==> config.mk <==
export PLATFORM = sky130hd
export DESIGN_NAME = pidaw_cfg_regs
export DESIGN_NICKNAME = d
export VERILOG_FILES = /design/src/rtl/core/pidaw_pkg.sv /design/src/rtl/core/pidaw_cfg_regs.sv
export SDC_FILE = /design/constraint.sdc
export NUM_CORES = 1
export LEC_CHECK = 0
export ABC_AREA = 1
export ABC_CLOCK_PERIOD_IN_PS = 1600
export BUFFER_PORTS_ARGS = -buffer_cell sky130_fd_sc_hd__buf_2
export CAP_MARGIN = 25
export CORE_MARGIN = 2
export CORE_UTILIZATION = 42
export DETAILED_ROUTE_END_ITERATION = 10
export PLACE_DENSITY_LB_ADDON = 0.25
export SYNTH_ARGS = -nofsm -noshare
export SYNTH_HDL_FRONTEND = slang
export SYNTH_SLANG_ARGS = --single-unit
==> constraint.sdc <==
create_clock -name clk -period 1.6 [get_ports clk]
set_input_delay 0.08 -clock clk [delete_from_list [all_inputs] [get_ports clk]]
set_output_delay 0.08 -clock clk [all_outputs]
set_load 0.05 [all_outputs]
==> src/rtl/core/pidaw_pkg.sv <==
package pidaw_pkg;

  localparam int DATA_WIDTH     = 16;
  localparam int GAIN_WIDTH     = 16;
  localparam int GAIN_FRAC_BITS = 8;
  localparam int ACC_WIDTH      = 40;
  localparam int CFG_IDX_WIDTH  = 3;
  localparam int CFG_DATA_WIDTH = 16;

  localparam int ERR_WIDTH  = DATA_WIDTH + 1;
  localparam int KG_WIDTH   = GAIN_WIDTH + 1;
  localparam int PROD_WIDTH = ERR_WIDTH + KG_WIDTH;
  localparam int EXT_WIDTH  = ACC_WIDTH + 4;

  localparam logic [CFG_IDX_WIDTH-1:0] REG_GAIN_PROP  = 3'd0;
  localparam logic [CFG_IDX_WIDTH-1:0] REG_GAIN_INTEG = 3'd1;
  localparam logic [CFG_IDX_WIDTH-1:0] REG_GAIN_DERIV = 3'd2;
  localparam logic [CFG_IDX_WIDTH-1:0] REG_OUT_MIN    = 3'd3;
  localparam logic [CFG_IDX_WIDTH-1:0] REG_OUT_MAX    = 3'd4;
  localparam logic [CFG_IDX_WIDTH-1:0] REG_REVERSE    = 3'd5;

  localparam logic [GAIN_WIDTH-1:0] GAIN_PROP_RST  = 16'd256;
  localparam logic [GAIN_WIDTH-1:0] GAIN_INTEG_RST = 16'd0;
  localparam logic [GAIN_WIDTH-1:0] GAIN_DERIV_RST = 16'd0;
  localparam logic [DATA_WIDTH-1:0] OUT_MIN_RST    = 16'd0;
  localparam logic [DATA_WIDTH-1:0] OUT_MAX_RST    = 16'd255;

  typedef struct packed {
    logic [GAIN_WIDTH-1:0] gain_prop;
    logic [GAIN_WIDTH-1:0] gain_integ;
    logic [GAIN_WIDTH-1:0] gain_deriv;
    logic [DATA_WIDTH-1:0] out_min;
    logic [DATA_WIDTH-1:0] out_max;
    logic                  reverse;
  } cfg_t;

  typedef struct packed {
    logic                  mode;
    logic [DATA_WIDTH-1:0] measurement;
    logic [DATA_WIDTH-1:0] setpoint;
    logic [DATA_WIDTH-1:0] manual_output;
  } item_t;

  typedef struct packed {
    logic [DATA_WIDTH-1:0] drive;
    logic                  clamped_high;
    logic                  clamped_low;
  } result_t;

  function automatic logic [ACC_WIDTH-1:0] sat_acc(input logic [EXT_WIDTH-1:0] v);
    logic [EXT_WIDTH-ACC_WIDTH:0] upper;
    upper = v[EXT_WIDTH-1:ACC_WIDTH-1];
    if ((&upper) || (~|upper)) begin
      sat_acc = v[ACC_WIDTH-1:0];
    end else if (v[EXT_WIDTH-1]) begin
      sat_acc = {1'b1, {(ACC_WIDTH-1){1'b0}}};
    end else begin
      sat_acc = {1'b0, {(ACC_WIDTH-1){1'b1}}};
    end
  endfunction

  function automatic logic [EXT_WIDTH-1:0] ext_prod(input logic [PROD_WIDTH-1:0] p);
    ext_prod = {{(EXT_WIDTH-PROD_WIDTH){p[PROD_WIDTH-1]}}, p};
  endfunction

  function automatic logic [EXT_WIDTH-1:0] ext_acc(input logic [ACC_WIDTH-1:0] a);
    ext_acc = {{(EXT_WIDTH-ACC_WIDTH){a[ACC_WIDTH-1]}}, a};
  endfunction

  function automatic logic [EXT_WIDTH-1:0] ext_q(input logic [DATA_WIDTH-1:0] d);
    ext_q = {{(EXT_WIDTH-DATA_WIDTH-GAIN_FRAC_BITS){d[DATA_WIDTH-1]}}, d,
             {GAIN_FRAC_BITS{1'b0}}};
  endfunction

  function automatic logic [ERR_WIDTH-1:0] ext_data(input logic [DATA_WIDTH-1:0] d);
    ext_data = {d[DATA_WIDTH-1], d};
  endfunction

  function automatic logic [KG_WIDTH-1:0] sel_gain(input logic [GAIN_WIDTH-1:0] g,
                                                   input logic rev);
    logic [KG_WIDTH-1:0] pos;
    pos = {1'b0, g};
    sel_gain = rev ? (~pos + 1'b1) : pos;
  endfunction

endpackage

==> src/rtl/core/pidaw_cfg_regs.sv <==
module pidaw_cfg_regs (
  input  logic                                   clk,
  input  logic                                   rst_n,
  input  logic                                   cfg_we,
  input  logic [pidaw_pkg::CFG_IDX_WIDTH-1:0]    cfg_index,
  input  logic [pidaw_pkg::CFG_DATA_WIDTH-1:0]   cfg_wdata,
  output pidaw_pkg::cfg_t                        cfg
);

  pidaw_pkg::cfg_t cfg_r;
  pidaw_pkg::cfg_t cfg_nxt;

  always_comb begin
    cfg_nxt = cfg_r;
    if (cfg_we) begin
      case (cfg_index)
        pidaw_pkg::REG_GAIN_PROP:  cfg_nxt.gain_prop  = cfg_wdata[pidaw_pkg::GAIN_WIDTH-1:0];
        pidaw_pkg::REG_GAIN_INTEG: cfg_nxt.gain_integ = cfg_wdata[pidaw_pkg::GAIN_WIDTH-1:0];
        pidaw_pkg::REG_GAIN_DERIV: cfg_nxt.gain_deriv = cfg_wdata[pidaw_pkg::GAIN_WIDTH-1:0];
        pidaw_pkg::REG_OUT_MIN:    cfg_nxt.out_min    = cfg_wdata[pidaw_pkg::DATA_WIDTH-1:0];
        pidaw_pkg::REG_OUT_MAX:    cfg_nxt.out_max    = cfg_wdata[pidaw_pkg::DATA_WIDTH-1:0];
        pidaw_pkg::REG_REVERSE:    cfg_nxt.reverse    = cfg_wdata[0];
        default: ;
      endcase
    end
  end

  always_ff @(posedge clk) begin
    if (!rst_n) begin
      cfg_r.gain_prop  <= pidaw_pkg::GAIN_PROP_RST;
      cfg_r.gain_integ <= pidaw_pkg::GAIN_INTEG_RST;
      cfg_r.gain_deriv <= pidaw_pkg::GAIN_DERIV_RST;
      cfg_r.out_min    <= pidaw_pkg::OUT_MIN_RST;
      cfg_r.out_max    <= pidaw_pkg::OUT_MAX_RST;
      cfg_r.reverse    <= 1'b0;
    end else begin
      cfg_r <= cfg_nxt;
    end
  end

  assign cfg = cfg_r;

endmodule

Yosys cells after proc, flatten, opt, wreduce, memory -nomap -nowiden
Cells that the tools add are included.
{ "classes": {"n_eq_ne": 5, "n_reduce_logical": 7} }
{ "ops": {"columns": ["op", "n"], "rows": [
  ["AND reduction 2 bit", 6],
  ["equality test 3 x 2 -> 1 bit, second input constant", 2],
  ["equality test 3 bit, second input constant", 2],
  ["equality test 3 x 1 -> 1 bit, second input constant", 1],
  ["zero test 3 bit", 1]
]} }
{ "word_totals": {"regBits": 81, "input_bits": 22, "output_inout_bits": 81, "word_cells": 18} }

Longest topological paths before layout
{ "logic_depth": {"ltp_word": 2, "depth_mapped": 6, "mapped_depth_nobuf": 5} }

Worst setup path before layout
Ideal clock, no wire load.
{ "synth_path": {"path_type": "input to register", "from": "input cfg_index[1] in the netlist's numbering", "to": "register cfg_r (netlist bit cfg[73])", "arrival_ns": 0.747, "required_ns": 1.470, "path_slack_ns": 0.723, "path_stages": 5, "cell_sequence": "nor2_1 > buf_2 > nand2_1 > nand2_1 > nand3_1"} }
{ "synth_via": {"elab_chain_cells": 2} }
{ "synth_lines": {"columns": ["element", "line_no", "text"], "rows": [
  ["from (decl)", "pidaw_cfg_regs.sv:5", "input logic [pidaw_pkg::CFG_IDX_WIDTH-1:0] cfg_index,"],
  ["zero test 3 bit", "pidaw_cfg_regs.sv:16", "case (cfg_index)"],
  ["AND reduction 2 bit (no line)", null, null],
  ["to (signal assigned)", "pidaw_cfg_regs.sv:37", "cfg_r <= cfg_nxt;"],
  ["to (decl)", "pidaw_cfg_regs.sv:10", "pidaw_pkg::cfg_t cfg_r;"]
]} }
No other way between the ends.
A chain may end at the register's enable or synchronous reset.

Worst setup path after layout
{ "layout_path": {"from": "register cfg_r (netlist bit cfg[0])", "to": "output cfg[0] in the netlist's numbering"} }
{ "layout_rtl": {"columns": ["element", "line_no", "text"], "rows": [
  ["to (decl)", "pidaw_cfg_regs.sv:7", "output pidaw_pkg::cfg_t cfg"]
]} }
No word-level cell between the ends.

==> results.md <==
- Critical register-to-register path endpoint: cfg[0]
- Wire length after detailed routing: slightly below 9 mm
- NetSw: 1.27 mW
- Source of the worst hold timing path: cfg_wdata[15]
- Sequential cell fraction of total power: 0.485
- Minimum hold slack: about 0.15 ns
- Post-route ant nets: 0
- Count of TritonRoute iterations in the first routing pass: 5
- Number of standard-cell rows in the floorplan: 32
- Static Leakage: 2.04 nW
- Pint: between 3 and 4 mW
- Number of synthesized register bits: roughly 80
- Routability-driven placement congestion ratio: between 0.7 and 0.8
- Part of the cycle the worst path needs: 0.685
- Netlist area before placement: roughly 3200 um2
- Bufs and invs on worst path: 1
- Hold-critical path endpoint: cfg[48]
- Setup crit end kind: output pin
- Critical setup path kind: flip-flop to output pin
- Area enclosed by the die boundary: roughly 8500 um2
- Max Slew Vio Count: 0
- Maximum level of the CTS H-tree: 3
- DR WL/cell: around 13 um
- Area of placed instances: 3810 um2
- Inserted Clock Buffers: 9
- Count of placed standard cells including taps: 642
- Global routing usage summed across all routing layers: 0.207
- Clock group share of total power: 0.355
- Antenna fix cells: 0
- Critical path's top delay family: flip-flops
- Number of flip-flops under the largest register name: just over 80
- Die outline height: 91.9 um
- Hpwl dp: roughly 5.9 mm
- Insertion delay of the later-clocked pin in the worst-skew pair: 0.34 ns
- Initial core utilization: 0.427
- Max-slew headroom: 0.565
- Wire length of the first global-routing pass: around 14 mm
- Startpoint of the most critical register-to-register path: cfg[0]
- Total power per unit cell area: approximately 1100 nW/um2
- Depth of the worst hold-timing path: 5
- Setup WS post-layout: 0.504 ns
- Post-route insts no fill: between 600 and 700
- Global-route congestion overflow total: 0
- Cell with the largest stage delay on the worst path: dfxtp_1
- Final Power: 4.38 mW
- Arrival @ worst endpoint: approximately 1.0 ns
- Placeable core region: roughly 7600 um2
- Post CTS Setup Buffer Count: 0
- Comb power frac: 0.161
- Final clock skew: 0 ns
- Final critical-path required period: around 1.1 ns
- Post-synthesis cell type count: 14
- Initial antenna violation count: 0
- Critical Path, Cell by Cell: buf_2
- Post-synth net total: between 400 and 500
- RSZ-0062 raised after global routing: no
- Setup total negative slack: 0 ns
- Total number of nets in the final design: about 580
- Maximum number of pins on one net before global-route repair: 82
- Worst-case setup slack after placement: ~0.37 ns
- Critical path startpoint category: flip-flop
- Synthesis-to-finish area growth: 26.4%
- R2R Setup Slk: approximately 0.99 ns
- Fraction of layout cells with a size suffix above 1: 0.227
- Tightest Hold Check Type: input pin to flip-flop
- Hold violation total from the final report: 0
- Required time of the worst setup path: ~1.5 ns
- Crit-path max cell delay: about 0.38 ns
- Post-CTS clock slew at the launch and capture registers of the worst setup and hold paths: 0.07 ns
- Register area share after synthesis: 0.499
- Warnings from Yosys: 0
- Critical-path maximum fanout: 2
- Count of port buffers added during placement: roughly 100
- CTS sink count: slightly above 80
- Switching Fraction: 0.289
- Design Area, Final: between 4000 and 5000 um2
- Post-DR vias/cell: 4.81
- Post-cts resize count: 0
- Final count of negative-setup-slack endpoints: 0
- Max VDD drop: between 0.5 and 0.6 mV
- Remaining routing DRC violations: 0
- Result of the run: finished, final reports clean
- Buffer levels on the longest clock path: 2
- Width of the die: roughly 90 um
- # Max-Cap Violations: 0
- Clock tree from TritonCTS: yes
- Number of cell instances on the worst register-to-register path: 2
- Post-Synthesis Cells: 461
- Initial DRC count: between 200 and 250
- Maximum clock frequency: between 0.9 and 1 GHz
- Cell chosen for the clock root: clkbuf_8
- Final Util: 0.540
- Synthesized area divided by synthesized cell count: 7.05 um2
- Via count of the first global-routing pass: a little under 3,000
- Tightest Pin Transition: about 0.65 ns
- I/O pins: 103
- Vias after detailed routing: around 3,200
## final cells by class
class / instances / area (um2)
repair buffers: 114 / 661
multi-input cells: 332 / 1410
fillers: 785 / 3500
flip-flops and latches: 81 / 1620
clock inverters: 2 / 35.0
well taps: 102 / 128
inverters: 22 / 82.6
clock buffers: 14 / 173
## worst max path at each step
stage               slack (ns)  depth (start not counted)      end    startpoint
global placement          0.43                          6  cfg[46]  cfg_index[1]
floorplan                 0.72                          5  cfg[73]  cfg_index[1]
detailed placement        0.37                          6  cfg[40]  cfg_index[1]
finish                    0.50                          1   cfg[0]        cfg[0]
CTS                       0.51                          1   cfg[0]        cfg[0]
global route              0.47                          1   cfg[0]        cfg[0]
## power by group through the flow
stage          Clock [mW]  Sequential, mW  Combinational, mW
5_1_grt              1.66            2.13              0.765
3_5_place_dp            0            2.17              0.688
3_3_place_gp            0            2.17              0.681
6_report             1.55            2.12              0.703
2_1_floorplan           0            2.41              0.269
4_1_cts              1.58            2.12              0.705
## cells by family (layout without fill, tap and decap cells)
| logic type | Yosys count | count (layout) | synth area share |
|---|---|---|---|
| AND/OR/NAND/NOR | 331 | 331 | 0.430 |
| flip-flops | 81 | 81 | 0.499 |
| buffers and inverters | 48 | 152 | 0.0693 |
| AO/OA/AOI/OAI | 1 | 1 | 0.00154 |
## layer usage
layer  vias to the layer above  routed length [um]  share of wire  GRT usage
li1                       1628                   -              -          -
met1                      1472                3980           0.46      0.278
met2                       100                4040           0.46      0.331
met3                        11                 584          0.067     0.0435
met4                         0                  93          0.011     0.0759
met5                         -                   0              0          0
## synthesized netlist by cell type (all sizes together)
cell    instances  area share
dfxtp          81        0.50
nand2          98        0.11
nand3          81        0.12
nor2          152        0.19
a21oi           1      0.0015
buf            21       0.038
clkbuf          5      0.0058
inv            22       0.025
## timing repair
action | 4_1_cts | 5_1_grt
hold buffers | 9 | 0
setup endpoints to repair | 0 | 0
endpoints found under the hold margin | 9 | 0
## placed cells by master (no fill, tap or decap), drive strengths merged
| cell | count |
|---|---|
| nand3 | 81 |
| buf | 105 |
| inv | 22 |
| clkinv | 1 |
| nand2 | 98 |
| clkbuf | 14 |
| bufinv | 1 |
| dfxtp | 81 |
| dlygate4sd3 | 9 |
| a21oi | 1 |
| nor2 | 152 |
No activity file was read; power rests on OpenSTA's default activity.
